File: src/design/psag_pkg.sv
`timescale 1ns / 1ps
`default_nettype none

package psag_pkg;

  // largest grid size along any axis, larger size registers saturate here
  localparam int unsigned DIM_MAX = 1024;

  localparam int unsigned SizeW    = 11;
  localparam int unsigned PosW     = 10;
  localparam int unsigned RangeW   = 12;
  localparam int unsigned AddrW    = 30;
  localparam int unsigned StrideW  = 21;
  localparam int unsigned CntW     = 11;
  localparam int unsigned PaddrW   = 4;
  localparam int unsigned PdataW   = 32;

  localparam logic [1:0] AXIS_X = 2'd0;
  localparam logic [1:0] AXIS_Y = 2'd1;
  localparam logic [1:0] AXIS_Z = 2'd2;

  typedef logic [SizeW-1:0] dim_t;

  typedef enum logic [1:0] {
    REG_SIZE_X = 2'd0,
    REG_SIZE_Y = 2'd1,
    REG_SIZE_Z = 2'd2
  } reg_idx_e;

  typedef enum logic {
    OP_START   = 1'b0,
    OP_ADVANCE = 1'b1
  } opcode_e;

  typedef enum logic [2:0] {
    ST_IDLE,
    ST_PREP,
    ST_MUL_POS,
    ST_MUL_IN,
    ST_MUL_OUT,
    ST_SUM,
    ST_DONE
  } state_e;

  typedef enum logic [1:0] {
    MUL_POS,
    MUL_IN,
    MUL_OUT
  } mul_sel_e;

  typedef struct packed {
    logic     capture;
    logic     prep;
    logic     mul_en;
    mul_sel_e mul_sel;
    logic     acc_clr;
    logic     acc_add;
    logic     finish;
    logic     advance;
  } dp_cmd_t;

  typedef struct packed {
    logic empty;
    logic out_full;
  } dp_status_t;

  // inner axis follows the plane axis, outer axis follows the inner one
  function automatic logic [1:0] next_axis(logic [1:0] axis);
    logic [1:0] res;
    case (axis)
      AXIS_X:  res = AXIS_Y;
      AXIS_Y:  res = AXIS_Z;
      default: res = AXIS_X;
    endcase
    return res;
  endfunction

  function automatic dim_t eff_size(dim_t raw);
    return (raw > dim_t'(DIM_MAX)) ? dim_t'(DIM_MAX) : raw;
  endfunction

endpackage

`default_nettype wire

File: src/design/psag_regs.sv
`timescale 1ns / 1ps
`default_nettype none

module psag_regs (
  input  wire logic                               clk_i,
  input  wire logic                               rst_ni,
  input  wire logic                               psel,
  input  wire logic                               penable,
  input  wire logic                               pwrite,
  input  wire logic [psag_pkg::PaddrW-1:0]        paddr,
  input  wire logic [psag_pkg::PdataW-1:0]        pwdata,
  output logic      [psag_pkg::PdataW-1:0]        prdata,
  output logic                                    pready,
  output logic      [2:0][psag_pkg::SizeW-1:0]    sizes_o
);

  psag_pkg::dim_t size_x_q, size_y_q, size_z_q;
  logic           wr_en;
  psag_pkg::reg_idx_e reg_idx;

  assign pready  = 1'b1;
  assign wr_en   = psel && penable && pwrite;
  assign reg_idx = psag_pkg::reg_idx_e'(paddr[3:2]);

  always_ff @(posedge clk_i or negedge rst_ni) begin
    if (!rst_ni) begin
      size_x_q <= psag_pkg::dim_t'(1);
      size_y_q <= psag_pkg::dim_t'(1);
      size_z_q <= psag_pkg::dim_t'(1);
    end else if (wr_en) begin
      case (reg_idx)
        psag_pkg::REG_SIZE_X: size_x_q <= pwdata[psag_pkg::SizeW-1:0];
        psag_pkg::REG_SIZE_Y: size_y_q <= pwdata[psag_pkg::SizeW-1:0];
        psag_pkg::REG_SIZE_Z: size_z_q <= pwdata[psag_pkg::SizeW-1:0];
        default: ;
      endcase
    end
  end

  always_comb begin
    case (reg_idx)
      psag_pkg::REG_SIZE_X: prdata = psag_pkg::PdataW'(size_x_q);
      psag_pkg::REG_SIZE_Y: prdata = psag_pkg::PdataW'(size_y_q);
      psag_pkg::REG_SIZE_Z: prdata = psag_pkg::PdataW'(size_z_q);
      default:              prdata = '0;
    endcase
  end

  // sizes as the datapath sees them, saturated at the grid limit
  assign sizes_o[0] = psag_pkg::eff_size(size_x_q);
  assign sizes_o[1] = psag_pkg::eff_size(size_y_q);
  assign sizes_o[2] = psag_pkg::eff_size(size_z_q);

endmodule

`default_nettype wire

File: src/design/psag_ctrl.sv
`timescale 1ns / 1ps
`default_nettype none

module psag_ctrl (
  input  wire logic                 clk_i,
  input  wire logic                 rst_ni,
  input  wire logic                 in_valid_i,
  input  wire logic                 opcode_i,
  input  wire psag_pkg::dp_status_t status_i,
  output psag_pkg::dp_cmd_t         cmd_o,
  output logic                      in_stall_o
);

  psag_pkg::state_e state_q, state_d;
  logic             accept;

  assign in_stall_o = (state_q != psag_pkg::ST_IDLE) || status_i.out_full;
  assign accept     = in_valid_i && !in_stall_o;

  always_ff @(posedge clk_i or negedge rst_ni) begin
    if (!rst_ni) begin
      state_q <= psag_pkg::ST_IDLE;
    end else begin
      state_q <= state_d;
    end
  end

  always_comb begin
    state_d = state_q;
    case (state_q)
      psag_pkg::ST_IDLE: begin
        if (accept && (opcode_i == psag_pkg::OP_START)) state_d = psag_pkg::ST_PREP;
      end
      psag_pkg::ST_PREP: begin
        state_d = status_i.empty ? psag_pkg::ST_DONE : psag_pkg::ST_MUL_POS;
      end
      psag_pkg::ST_MUL_POS: state_d = psag_pkg::ST_MUL_IN;
      psag_pkg::ST_MUL_IN:  state_d = psag_pkg::ST_MUL_OUT;
      psag_pkg::ST_MUL_OUT: state_d = psag_pkg::ST_SUM;
      psag_pkg::ST_SUM:     state_d = psag_pkg::ST_DONE;
      psag_pkg::ST_DONE: begin
        if (!status_i.out_full) state_d = psag_pkg::ST_IDLE;
      end
      default: state_d = psag_pkg::ST_IDLE;
    endcase
  end

  always_comb begin
    cmd_o         = '0;
    cmd_o.mul_sel = psag_pkg::MUL_POS;
    case (state_q)
      psag_pkg::ST_IDLE: begin
        cmd_o.capture = accept && (opcode_i == psag_pkg::OP_START);
        cmd_o.advance = accept && (opcode_i == psag_pkg::OP_ADVANCE);
      end
      psag_pkg::ST_PREP: cmd_o.prep = 1'b1;
      psag_pkg::ST_MUL_POS: begin
        cmd_o.mul_en  = 1'b1;
        cmd_o.acc_clr = 1'b1;
      end
      psag_pkg::ST_MUL_IN: begin
        cmd_o.mul_en  = 1'b1;
        cmd_o.mul_sel = psag_pkg::MUL_IN;
        cmd_o.acc_add = 1'b1;
      end
      psag_pkg::ST_MUL_OUT: begin
        cmd_o.mul_en  = 1'b1;
        cmd_o.mul_sel = psag_pkg::MUL_OUT;
        cmd_o.acc_add = 1'b1;
      end
      psag_pkg::ST_SUM: cmd_o.acc_add = 1'b1;
      psag_pkg::ST_DONE: cmd_o.finish = !status_i.out_full;
      default: ;
    endcase
  end

endmodule

`default_nettype wire

File: src/design/psag_dp.sv
`timescale 1ns / 1ps
`default_nettype none

module psag_dp (
  input  wire logic                                   clk_i,
  input  wire logic                                   rst_ni,
  input  wire psag_pkg::dp_cmd_t                      cmd_i,
  output psag_pkg::dp_status_t                        status_o,
  input  wire logic [2:0][psag_pkg::SizeW-1:0]        sizes_i,
  input  wire logic [1:0]                             plane_axis_i,
  input  wire logic [psag_pkg::PosW-1:0]              plane_pos_i,
  input  wire logic [2:0][psag_pkg::RangeW-1:0]       lo_i,
  input  wire logic [2:0][psag_pkg::RangeW-1:0]       hi_i,
  input  wire logic                                   out_stall_i,
  output logic                                        out_valid_o,
  output logic      [psag_pkg::AddrW-1:0]             address_o,
  output logic                                        addr_valid_o,
  output logic                                        last_o,
  output logic                                        empty_res_o,
  output logic      [psag_pkg::CntW-1:0]              inner_count_o,
  output logic      [psag_pkg::CntW-1:0]              outer_count_o
);

  localparam int unsigned AddrW   = psag_pkg::AddrW;
  localparam int unsigned StrideW = psag_pkg::StrideW;
  localparam int unsigned CntW    = psag_pkg::CntW;
  localparam int unsigned PosW    = psag_pkg::PosW;
  localparam int unsigned RangeW  = psag_pkg::RangeW;
  localparam int unsigned SizeW   = psag_pkg::SizeW;

  // captured start item, ranges already clamped
  logic [1:0]                    plane_q;
  logic [PosW-1:0]               pos_q;
  logic [2:0][SizeW-1:0]         lo_q;
  logic [2:0][RangeW-1:0]        hi_q;
  logic [2:0][SizeW-1:0]         lo_clamp;
  logic [2:0][RangeW-1:0]        hi_clamp;
  logic [2:0][RangeW-1:0]        szm1;

  // setup results
  logic                          empty_q;
  logic [1:0]                    ia_q, oa_q;
  logic [CntW-1:0]               in_span_p_q, out_span_p_q;
  logic [PosW-1:0]               lo_in_q, lo_out_q;
  logic [StrideW-1:0]            stride2_q;
  logic [2:0]                    axis_empty;
  logic [1:0]                    ia, oa;
  logic [SizeW-1:0]              plane_sz;
  logic                          prep_empty;
  logic [RangeW-1:0]             in_span_w, out_span_w;
  logic [2*SizeW-1:0]            area;

  // shared multiplier and accumulator
  logic [PosW-1:0]               mul_a;
  logic [1:0]                    mul_axis;
  logic [StrideW-1:0]            mul_b;
  logic [PosW+StrideW-1:0]       mul_p;
  logic [AddrW-1:0]              prod_q, acc_q;

  // walk state
  logic                          active_q;
  logic [PosW-1:0]               inner_idx_q, outer_idx_q;
  logic [CntW-1:0]               inner_span_q, outer_span_q;
  logic [StrideW-1:0]            inner_stride_q, outer_stride_q;
  logic [AddrW-1:0]              cur_addr_q, row_addr_q;
  logic                          inner_end, outer_end, fin;

  logic                          out_valid_q, out_load;

  function automatic logic [StrideW-1:0] stride_of(logic [1:0] axis,
                                                   logic [SizeW-1:0] sx,
                                                   logic [StrideW-1:0] s2);
    logic [StrideW-1:0] res;
    case (axis)
      psag_pkg::AXIS_Y: res = StrideW'(sx);
      psag_pkg::AXIS_Z: res = s2;
      default:          res = StrideW'(1);
    endcase
    return res;
  endfunction

  always_comb begin
    for (int a = 0; a < 3; a++) begin
      szm1[a]     = {1'b0, sizes_i[a]} - RangeW'(1);
      hi_clamp[a] = ($signed(hi_i[a]) > $signed(szm1[a])) ? szm1[a] : hi_i[a];
      lo_clamp[a] = lo_i[a][RangeW-1] ? '0 : lo_i[a][SizeW-1:0];
    end
  end

  always_ff @(posedge clk_i) begin
    if (cmd_i.capture) begin
      plane_q <= plane_axis_i;
      pos_q   <= plane_pos_i;
      lo_q    <= lo_clamp;
      hi_q    <= hi_clamp;
    end
  end

  always_comb begin
    for (int a = 0; a < 3; a++) begin
      axis_empty[a] = $signed({1'b0, lo_q[a]}) > $signed(hi_q[a]);
    end
    ia = psag_pkg::next_axis(plane_q);
    oa = psag_pkg::next_axis(ia);
    case (plane_q)
      psag_pkg::AXIS_X: plane_sz = sizes_i[0];
      psag_pkg::AXIS_Y: plane_sz = sizes_i[1];
      psag_pkg::AXIS_Z: plane_sz = sizes_i[2];
      default:          plane_sz = '0;
    endcase
    // plane axis code 3 has size zero here, so it always comes out empty
    prep_empty = ({1'b0, pos_q} >= plane_sz) || axis_empty[ia] || axis_empty[oa];
    in_span_w  = hi_q[ia] - {1'b0, lo_q[ia]} + RangeW'(1);
    out_span_w = hi_q[oa] - {1'b0, lo_q[oa]} + RangeW'(1);
  end

  assign area = sizes_i[0] * sizes_i[1];

  always_ff @(posedge clk_i) begin
    if (cmd_i.prep) begin
      empty_q      <= prep_empty;
      ia_q         <= ia;
      oa_q         <= oa;
      in_span_p_q  <= in_span_w[CntW-1:0];
      out_span_p_q <= out_span_w[CntW-1:0];
      lo_in_q      <= lo_q[ia][PosW-1:0];
      lo_out_q     <= lo_q[oa][PosW-1:0];
      stride2_q    <= area[StrideW-1:0];
    end
  end

  always_comb begin
    case (cmd_i.mul_sel)
      psag_pkg::MUL_POS: begin
        mul_a    = pos_q;
        mul_axis = plane_q;
      end
      psag_pkg::MUL_IN: begin
        mul_a    = lo_in_q;
        mul_axis = ia_q;
      end
      psag_pkg::MUL_OUT: begin
        mul_a    = lo_out_q;
        mul_axis = oa_q;
      end
      default: begin
        mul_a    = '0;
        mul_axis = psag_pkg::AXIS_X;
      end
    endcase
    mul_b = stride_of(mul_axis, sizes_i[0], stride2_q);
  end

  assign mul_p = mul_a * mul_b;

  always_ff @(posedge clk_i) begin
    if (cmd_i.mul_en) prod_q <= mul_p[AddrW-1:0];
    if (cmd_i.acc_clr) begin
      acc_q <= '0;
    end else if (cmd_i.acc_add) begin
      acc_q <= acc_q + prod_q;
    end
  end

  assign inner_end = ({1'b0, inner_idx_q} + CntW'(1)) >= inner_span_q;
  assign outer_end = ({1'b0, outer_idx_q} + CntW'(1)) >= outer_span_q;
  assign fin       = inner_end && outer_end;

  always_ff @(posedge clk_i or negedge rst_ni) begin
    if (!rst_ni) begin
      active_q       <= 1'b0;
      inner_idx_q    <= '0;
      outer_idx_q    <= '0;
      inner_span_q   <= '0;
      outer_span_q   <= '0;
      inner_stride_q <= '0;
      outer_stride_q <= '0;
      cur_addr_q     <= '0;
      row_addr_q     <= '0;
    end else if (cmd_i.finish) begin
      inner_idx_q <= '0;
      outer_idx_q <= '0;
      if (empty_q) begin
        active_q       <= 1'b0;
        inner_span_q   <= '0;
        outer_span_q   <= '0;
        inner_stride_q <= '0;
        outer_stride_q <= '0;
        cur_addr_q     <= '0;
        row_addr_q     <= '0;
      end else begin
        active_q       <= 1'b1;
        inner_span_q   <= in_span_p_q;
        outer_span_q   <= out_span_p_q;
        inner_stride_q <= stride_of(ia_q, sizes_i[0], stride2_q);
        outer_stride_q <= stride_of(oa_q, sizes_i[0], stride2_q);
        cur_addr_q     <= acc_q;
        row_addr_q     <= acc_q;
      end
    end else if (cmd_i.advance && active_q) begin
      if (fin) begin
        active_q <= 1'b0;
      end else if (!inner_end) begin
        inner_idx_q <= inner_idx_q + PosW'(1);
        cur_addr_q  <= cur_addr_q + AddrW'(inner_stride_q);
      end else begin
        inner_idx_q <= '0;
        outer_idx_q <= outer_idx_q + PosW'(1);
        row_addr_q  <= row_addr_q + AddrW'(outer_stride_q);
        cur_addr_q  <= row_addr_q + AddrW'(outer_stride_q);
      end
    end
  end

  assign out_load = cmd_i.finish || cmd_i.advance;

  always_ff @(posedge clk_i or negedge rst_ni) begin
    if (!rst_ni) begin
      out_valid_q <= 1'b0;
    end else begin
      out_valid_q <= out_load || (out_valid_q && out_stall_i);
    end
  end

  always_ff @(posedge clk_i) begin
    if (cmd_i.finish) begin
      address_o     <= '0;
      addr_valid_o  <= 1'b0;
      last_o        <= 1'b0;
      empty_res_o   <= empty_q;
      inner_count_o <= empty_q ? '0 : in_span_p_q;
      outer_count_o <= empty_q ? '0 : out_span_p_q;
    end else if (cmd_i.advance) begin
      address_o     <= active_q ? cur_addr_q : '0;
      addr_valid_o  <= active_q;
      last_o        <= active_q && fin;
      empty_res_o   <= 1'b0;
      inner_count_o <= inner_span_q;
      outer_count_o <= outer_span_q;
    end
  end

  assign out_valid_o       = out_valid_q;
  assign status_o.empty    = prep_empty;
  assign status_o.out_full = out_valid_q && out_stall_i;

endmodule

`default_nettype wire

File: src/design/plane_slice_address_generator_unit.sv
`timescale 1ns / 1ps
`default_nettype none

// Address generator for one axis-aligned slice of a 3D raster of size_x by
// size_y by size_z points, giving the linear address i + size_x*j +
// size_x*size_y*k of each slice element. A start item (opcode 0) names the
// axis normal to the slice, the slice position and a lo..hi range per axis;
// in-plane ranges are clamped to 0..size-1, and an empty range, a position
// past the end of its axis or plane axis 3 gives a result with empty_res set.
// The inner axis is (plane+1) mod 3 and the outer axis (plane+2) mod 3.
// Each advance item (opcode 1) returns one address, with last set on the
// final one; an advance while no slice is open returns addr_valid low.
// Every item gives exactly one result. Advance items are taken one per
// cycle while no result is held. A start item holds the input while a
// setup step, then three passes through the single shared 10 x 21 bit
// multiplier and a final add build the first address; an empty slice skips
// the passes. Sizes above 1024 saturate at 1024; addresses wrap at 2^30.
// Size registers sit at byte addresses 0, 4 and 8 and reset to 1; write
// them only while the block is idle.
module plane_slice_address_generator_unit (
  input  wire logic                              clk_i,
  input  wire logic                              rst_ni,

  // configuration port
  input  wire logic                              psel,
  input  wire logic                              penable,
  input  wire logic                              pwrite,
  input  wire logic [psag_pkg::PaddrW-1:0]       paddr,
  input  wire logic [psag_pkg::PdataW-1:0]       pwdata,
  output logic      [psag_pkg::PdataW-1:0]       prdata,
  output logic                                   pready,

  // item input
  input  wire logic                              in_valid_i,
  output logic                                   in_stall_o,
  input  wire logic                              opcode_i,
  input  wire logic [1:0]                        plane_axis_i,
  input  wire logic [psag_pkg::PosW-1:0]         plane_pos_i,
  input  wire logic [psag_pkg::RangeW-1:0]       lo_axis0_i,
  input  wire logic [psag_pkg::RangeW-1:0]       hi_axis0_i,
  input  wire logic [psag_pkg::RangeW-1:0]       lo_axis1_i,
  input  wire logic [psag_pkg::RangeW-1:0]       hi_axis1_i,
  input  wire logic [psag_pkg::RangeW-1:0]       lo_axis2_i,
  input  wire logic [psag_pkg::RangeW-1:0]       hi_axis2_i,

  // result output
  output logic                                   out_valid_o,
  input  wire logic                              out_stall_i,
  output logic      [psag_pkg::AddrW-1:0]        address_o,
  output logic                                   addr_valid_o,
  output logic                                   last_o,
  output logic                                   empty_res_o,
  output logic      [psag_pkg::CntW-1:0]         inner_count_o,
  output logic      [psag_pkg::CntW-1:0]         outer_count_o
);

  logic [2:0][psag_pkg::SizeW-1:0]  sizes;
  logic [2:0][psag_pkg::RangeW-1:0] lo_all, hi_all;
  psag_pkg::dp_cmd_t                cmd;
  psag_pkg::dp_status_t             status;

  assign lo_all = {lo_axis2_i, lo_axis1_i, lo_axis0_i};
  assign hi_all = {hi_axis2_i, hi_axis1_i, hi_axis0_i};

  // size registers, read back raw, handed on saturated
  psag_regs u_regs (
    .clk_i   (clk_i),
    .rst_ni  (rst_ni),
    .psel    (psel),
    .penable (penable),
    .pwrite  (pwrite),
    .paddr   (paddr),
    .pwdata  (pwdata),
    .prdata  (prdata),
    .pready  (pready),
    .sizes_o (sizes)
  );

  // sequencer for the start setup and the input handshake
  psag_ctrl u_ctrl (
    .clk_i      (clk_i),
    .rst_ni     (rst_ni),
    .in_valid_i (in_valid_i),
    .opcode_i   (opcode_i),
    .status_i   (status),
    .cmd_o      (cmd),
    .in_stall_o (in_stall_o)
  );

  // clamping, shared multiplier, walk counters and output register
  psag_dp u_dp (
    .clk_i         (clk_i),
    .rst_ni        (rst_ni),
    .cmd_i         (cmd),
    .status_o      (status),
    .sizes_i       (sizes),
    .plane_axis_i  (plane_axis_i),
    .plane_pos_i   (plane_pos_i),
    .lo_i          (lo_all),
    .hi_i          (hi_all),
    .out_stall_i   (out_stall_i),
    .out_valid_o   (out_valid_o),
    .address_o     (address_o),
    .addr_valid_o  (addr_valid_o),
    .last_o        (last_o),
    .empty_res_o   (empty_res_o),
    .inner_count_o (inner_count_o),
    .outer_count_o (outer_count_o)
  );

  // a held result must keep new items out
  a_stall_when_full: assert property (@(posedge clk_i) disable iff (!rst_ni)
    out_valid_o && out_stall_i |-> in_stall_o)
    else $error("item taken while a result was held");

  // last only ever marks a real address
  a_last_is_addr: assert property (@(posedge clk_i) disable iff (!rst_ni)
    out_valid_o && last_o |-> addr_valid_o && !empty_res_o)
    else $error("last without a valid address");

  // an empty slice reports zero counts and no address
  a_empty_zero: assert property (@(posedge clk_i) disable iff (!rst_ni)
    out_valid_o && empty_res_o |->
      !addr_valid_o && (inner_count_o == '0) && (outer_count_o == '0))
    else $error("empty result carries counts or an address");

endmodule

`default_nettype wire
File: config.mk
export PLATFORM = sky130hd
export DESIGN_NAME = plane_slice_address_generator_unit
export DESIGN_NICKNAME = d
export VERILOG_FILES = /design/src/design/psag_pkg.sv /design/src/design/psag_regs.sv /design/src/design/psag_ctrl.sv /design/src/design/psag_dp.sv /design/src/design/plane_slice_address_generator_unit.sv
export SDC_FILE = /design/constraint.sdc
export NUM_CORES = 2
export LEC_CHECK = 0
export BUFFER_PORTS_ARGS = -buffer_cell sky130_fd_sc_hd__buf_4
export CORE_MARGIN = 2
export CORE_UTILIZATION = 40
export CTS_CLUSTER_DIAMETER = 120
export CTS_CLUSTER_SIZE = 24
export DETAILED_ROUTE_END_ITERATION = 8
export GPL_TIMING_DRIVEN = 0
export HOLD_SLACK_MARGIN = 0.12
export PLACE_DENSITY_LB_ADDON = 0.2
export SLEW_MARGIN = 20
export SYNTH_ARGS = -nofsm -noshare
export SYNTH_HDL_FRONTEND = slang
export SYNTH_SLANG_ARGS = --single-unit
export TNS_END_PERCENT = 50
File: constraint.sdc
create_clock -name clk_i -period 11.7 [get_ports clk_i]
set_input_delay 2.34 -clock clk_i [delete_from_list [all_inputs] [get_ports clk_i]]
set_output_delay 2.34 -clock clk_i [all_outputs]
set_load 0.05 [all_outputs]
==> flow_metrics.env <==
export IMPL_critPathKind="reg -> reg"
export IMPL_hp_start="u_dp.addr_valid_o"
export IMPL_diodes=0
export IMPL_met3WireLength_microns=6260
export IMPL_overflow=0
export IMPL_routed_via_density=5.42
export IMPL_power_frac_comb=0.689
export IMPL_hold_violations=0
export IMPL_wl_met2_microns=53800
export IMPL_maxCapViolations=0
export IMPL_finalCritPeriodShare=0.839
export IMPL_min_path_cells=1
export IMPL_path_clk_slew_ns=0.11
export IMPL_final_layout_size_suffix_gt1_frac=0.0747
export IMPL_reg2reg_to="u_dp.prod_q[29]"
export IMPL_status="completed"
export IMPL_cts_tree="done"
export IMPL_fin_nets=5061
export IMPL_cpMaxStageDelayCell="clkbuf_1"
export IMPL_antenna_found_initial=5
export IMPL_powerDensity_nw_per_um2=296
export IMPL_clock_latency_ns=0.64
export IMPL_ir_drop_mv=0.206
export IMPL_hold_path_end="u_dp.addr_valid_o"
export IMPL_start_util=0.403
export IMPL_leakage_nw=19.0
export IMPL_grt_pass1_vias=30200
export IMPL_cp_max_fo=10
export IMPL_min_period_ns=9.82
export IMPL_yosysUniqueCellTypes=94
export IMPL_tightest_slew_ns=1.07
export IMPL_detail_route_antenna_nets=0
export IMPL_final_area_sq_um=41600
export IMPL_first_pass_iters=6
export IMPL_sw_frac_of_total=0.516
export IMPL_reg2reg_slack_ns=1.88
export IMPL_synth_warnings=0
export IMPL_fp_dieW_microns=311
export IMPL_cp_arrival_ns=10.20
export IMPL_cp_data_required_time_ns=12.08
export IMPL_cts_resized=0
export IMPL_routabilityCongestion=0.944
export IMPL_cts_setup_buffers=0
export IMPL_max_slew_margin_rel=0.281
export IMPL_yosysMostFrequentCell="nand2_1"
export IMPL_drc_errors=0
export IMPL_synth_seq_area_share=0.314
export IMPL_syn_area_per_cell_sq_um=9.11
export IMPL_pwr_share_seq=0.228
export IMPL_holdCritPathClass="reg -> reg"
export IMPL_clkPwrFrac=0.083
export IMPL_r2r_start="u_ctrl.state_q[2]"
export IMPL_crit_family="adder cells"
export IMPL_ios=218
export IMPL_routed_wl_microns=116000
export IMPL_holdBufCountCts=0
export IMPL_numPortBuffers=171
export IMPL_power_switching_w=0.00636
export IMPL_die_y_microns=311
export IMPL_fillers=9246
export IMPL_grt_start_max_net_pins=83
export IMPL_cts_sinks=445
export IMPL_drt_iter0_drc=2475
export IMPL_dr_max_layer_used="met4"
export IMPL_crit_buf_inv=10
export IMPL_root_buffer="clkbuf_16"
export IMPL_synth_area_top_cells="edfxtp_1 (16%), fa_1 (12%), dfrtp_1 (12%)"
export IMPL_clock_path_buffers=3
export IMPL_total_power_w=0.0123
export IMPL_yosysTopAreaCell="edfxtp_1"
export IMPL_synth_commonest_cells="nand2_1 (543), inv_1 (430), ha_1 (341)"
export IMPL_p_int_w=0.00595
export IMPL_placed_area_sq_um=40800
export IMPL_ys_flop_type="edfxtp_1"
export IMPL_critPathMostFrequentCell="clkbuf_1"
export IMPL_setup_violations_final=0
export IMPL_detailed_place_hpwl_microns=94500
export IMPL_core_sq_um=93300
export IMPL_dr_total_vias=30500
export IMPL_crit_path_end_kind="register"
export IMPL_wl_per_cell_microns=20.6
export IMPL_cts_buffers_inserted=25
export IMPL_num_rows=112
export IMPL_dieArea_sq_um=96600
export IMPL_tns_ns=0
export IMPL_synth_ff_latch_count=445
export IMPL_cts_max_level=1
export IMPL_grt_total_usage=0.237
export IMPL_drv_slew=0
export IMPL_grt_pass1_wl_microns=180000
export IMPL_fin_worst_skew_ns=0.0356
export IMPL_route_layer_met1_wl_microns=51900
export IMPL_synth_top_area_share=0.160
export IMPL_slowest_delay_ns=0.65
export IMPL_synth_edff_count=201
export IMPL_critPathLaunchType="register"
export IMPL_rsz0062_at_grt="no"
export IMPL_async_reset_ff_frac=0.409
export IMPL_syn_cell_area_sq_um=37600
export IMPL_syn_to_final_growth_pct=10.5
export IMPL_synthCells=4133
export IMPL_fmax_mhz=102
export IMPL_reg2regPathDepth=32
[metrics by stage]
stage | util | worst slack [ns] | hold WS [ns] | cells
floorplan | - | 4.03 | 0.441 | 4153
global placement | 0.435 | 1.91 | 0.437 | 5578
detailed placement | 0.437 | 2.03 | 0.449 | 5586
CTS | 0.446 | 2.00 | 0.472 | 5632
global route | 0.446 | 1.25 | 0.496 | 5632
finish | 0.446 | 1.88 | 0.470 | 5632
[power groups by stage]
stage / registers [W] / clock network, W / logic (W)
floorplan: 0.00282 / 0 / 0.00601
global placement: 0.00284 / 0 / 0.00827
detailed placement: 0.00284 / 0 / 0.00838
CTS: 0.00280 / 0.00104 / 0.00845
global route: 0.00285 / 0.00109 / 0.00954
finish: 0.00281 / 0.00102 / 0.00848
[worst max path at each step]
| stage | from | end | slack (ns) | cells after the start |
|---|---|---|---|---|
| 4_1_cts | u_ctrl.state_q[2] | u_dp.prod_q[29] | 2.00 | 32 |
| 2_1_floorplan | u_ctrl.state_q[2] | u_dp.prod_q[29] | 4.03 | 32 |
| 6_report | u_ctrl.state_q[2] | u_dp.prod_q[29] | 1.88 | 32 |
| 3_5_place_dp | u_ctrl.state_q[2] | u_dp.prod_q[29] | 2.03 | 31 |
| 3_3_place_gp | u_ctrl.state_q[2] | u_dp.prod_q[29] | 1.91 | 29 |
| 5_1_grt | u_ctrl.state_q[2] | u_dp.prod_q[29] | 1.25 | 32 |
[cells in the final DEF (no fill, tap or decap), types with 12 or more instances in the layout]
cell and instances:
o21bai_1 17, nand2b_1 53, nor2_1 316, o221ai_1 18, o211ai_1 12, and2_1 27
ha_1 341, o21ai_0 232, buf_4 192, edfxtp_1 201, a211oi_1 23, and3_1 35
buf_1 23, dfrtp_1 179, nand3_1 84, a22oi_1 28, inv_1 430, nor2b_1 84
fa_1 233, mux2_2 39, conb_1 22, nand4_1 23, a31oi_1 31, nor3_1 40
a21o_1 83, mux2i_1 83, o22ai_1 22, nand2_1 542, clkbuf_16 26, o21a_1 41
o31ai_1 13, a221oi_1 16, a21oi_1 209, xor2_1 54, a22o_1 56, clkbuf_1 182
dfxtp_1 62, xnor2_1 111
[routing by layer]
metal / vias up / track usage
met5: - / 0
met4: 0 / 0.0771
met3: 171 / 0.0194
met2: 916 / 0.392
met1: 14900 / 0.329
li1: 14600 / -
[worst reg2reg max path: cells and delay by family, from the launching register on]
| family | cells | cell delay (ns) |
|---|---|---|
| XOR/XNOR | 1 | 0.09 |
| buffers and inverters | 10 | 2.53 |
| adder cells (fa/ha/maj) | 7 | 3.04 |
| flip-flops | 1 | 0.44 |
| AO/OA/AOI/OAI | 11 | 2.82 |
| AND/OR/NAND/NOR | 3 | 0.67 |
[kinds of logic (layout without fill, tap and decap cells)]
| kind of cell | count (synthesis) | count (layout) | synth area share |
|---|---|---|---|
| buffers and inverters | 659 | 884 | 0.0684 |
| adders and majority gates | 574 | 574 | 0.237 |
| xor gates and xnor gates | 165 | 165 | 0.0384 |
| AOI/OAI and AO/OA | 900 | 900 | 0.156 |
| other | 2 | 22 | 0.000199 |
| and+or+nand+nor | 1266 | 1266 | 0.151 |
| DFF | 445 | 445 | 0.314 |
| muxes | 122 | 122 | 0.0337 |
[final cells by class]
| cell class | instances | area (sq um) | area share |
|---|---|---|---|
| well taps | 1254 | 1570 | 0.0377 |
| plain buffers | 227 | 953 | 0.0229 |
| flip-flops and latches | 445 | 11800 | 0.284 |
| clock buffers | 36 | 688 | 0.0165 |
| multi-input cells | 3049 | 23300 | 0.561 |
| clock inverters | 10 | 123 | 0.00295 |
| repair buffers | 179 | 1470 | 0.0352 |
| inverters | 432 | 1620 | 0.0390 |
[state kept, by name (all words and copies together), names as in the netlist, 21 cells and up]
register	flops
u_dp.acc_q	30
u_dp.address_o	30
u_dp.inner_stride_q	21
u_dp.row_addr_q	30
u_dp.cur_addr_q	30
u_dp.outer_stride_q	21
u_dp.stride2_q	21
u_dp.prod_q	30
u_dp.lo_q	33
u_dp.hi_q	36
Note: power is estimated with default switching activity, not from simulation.
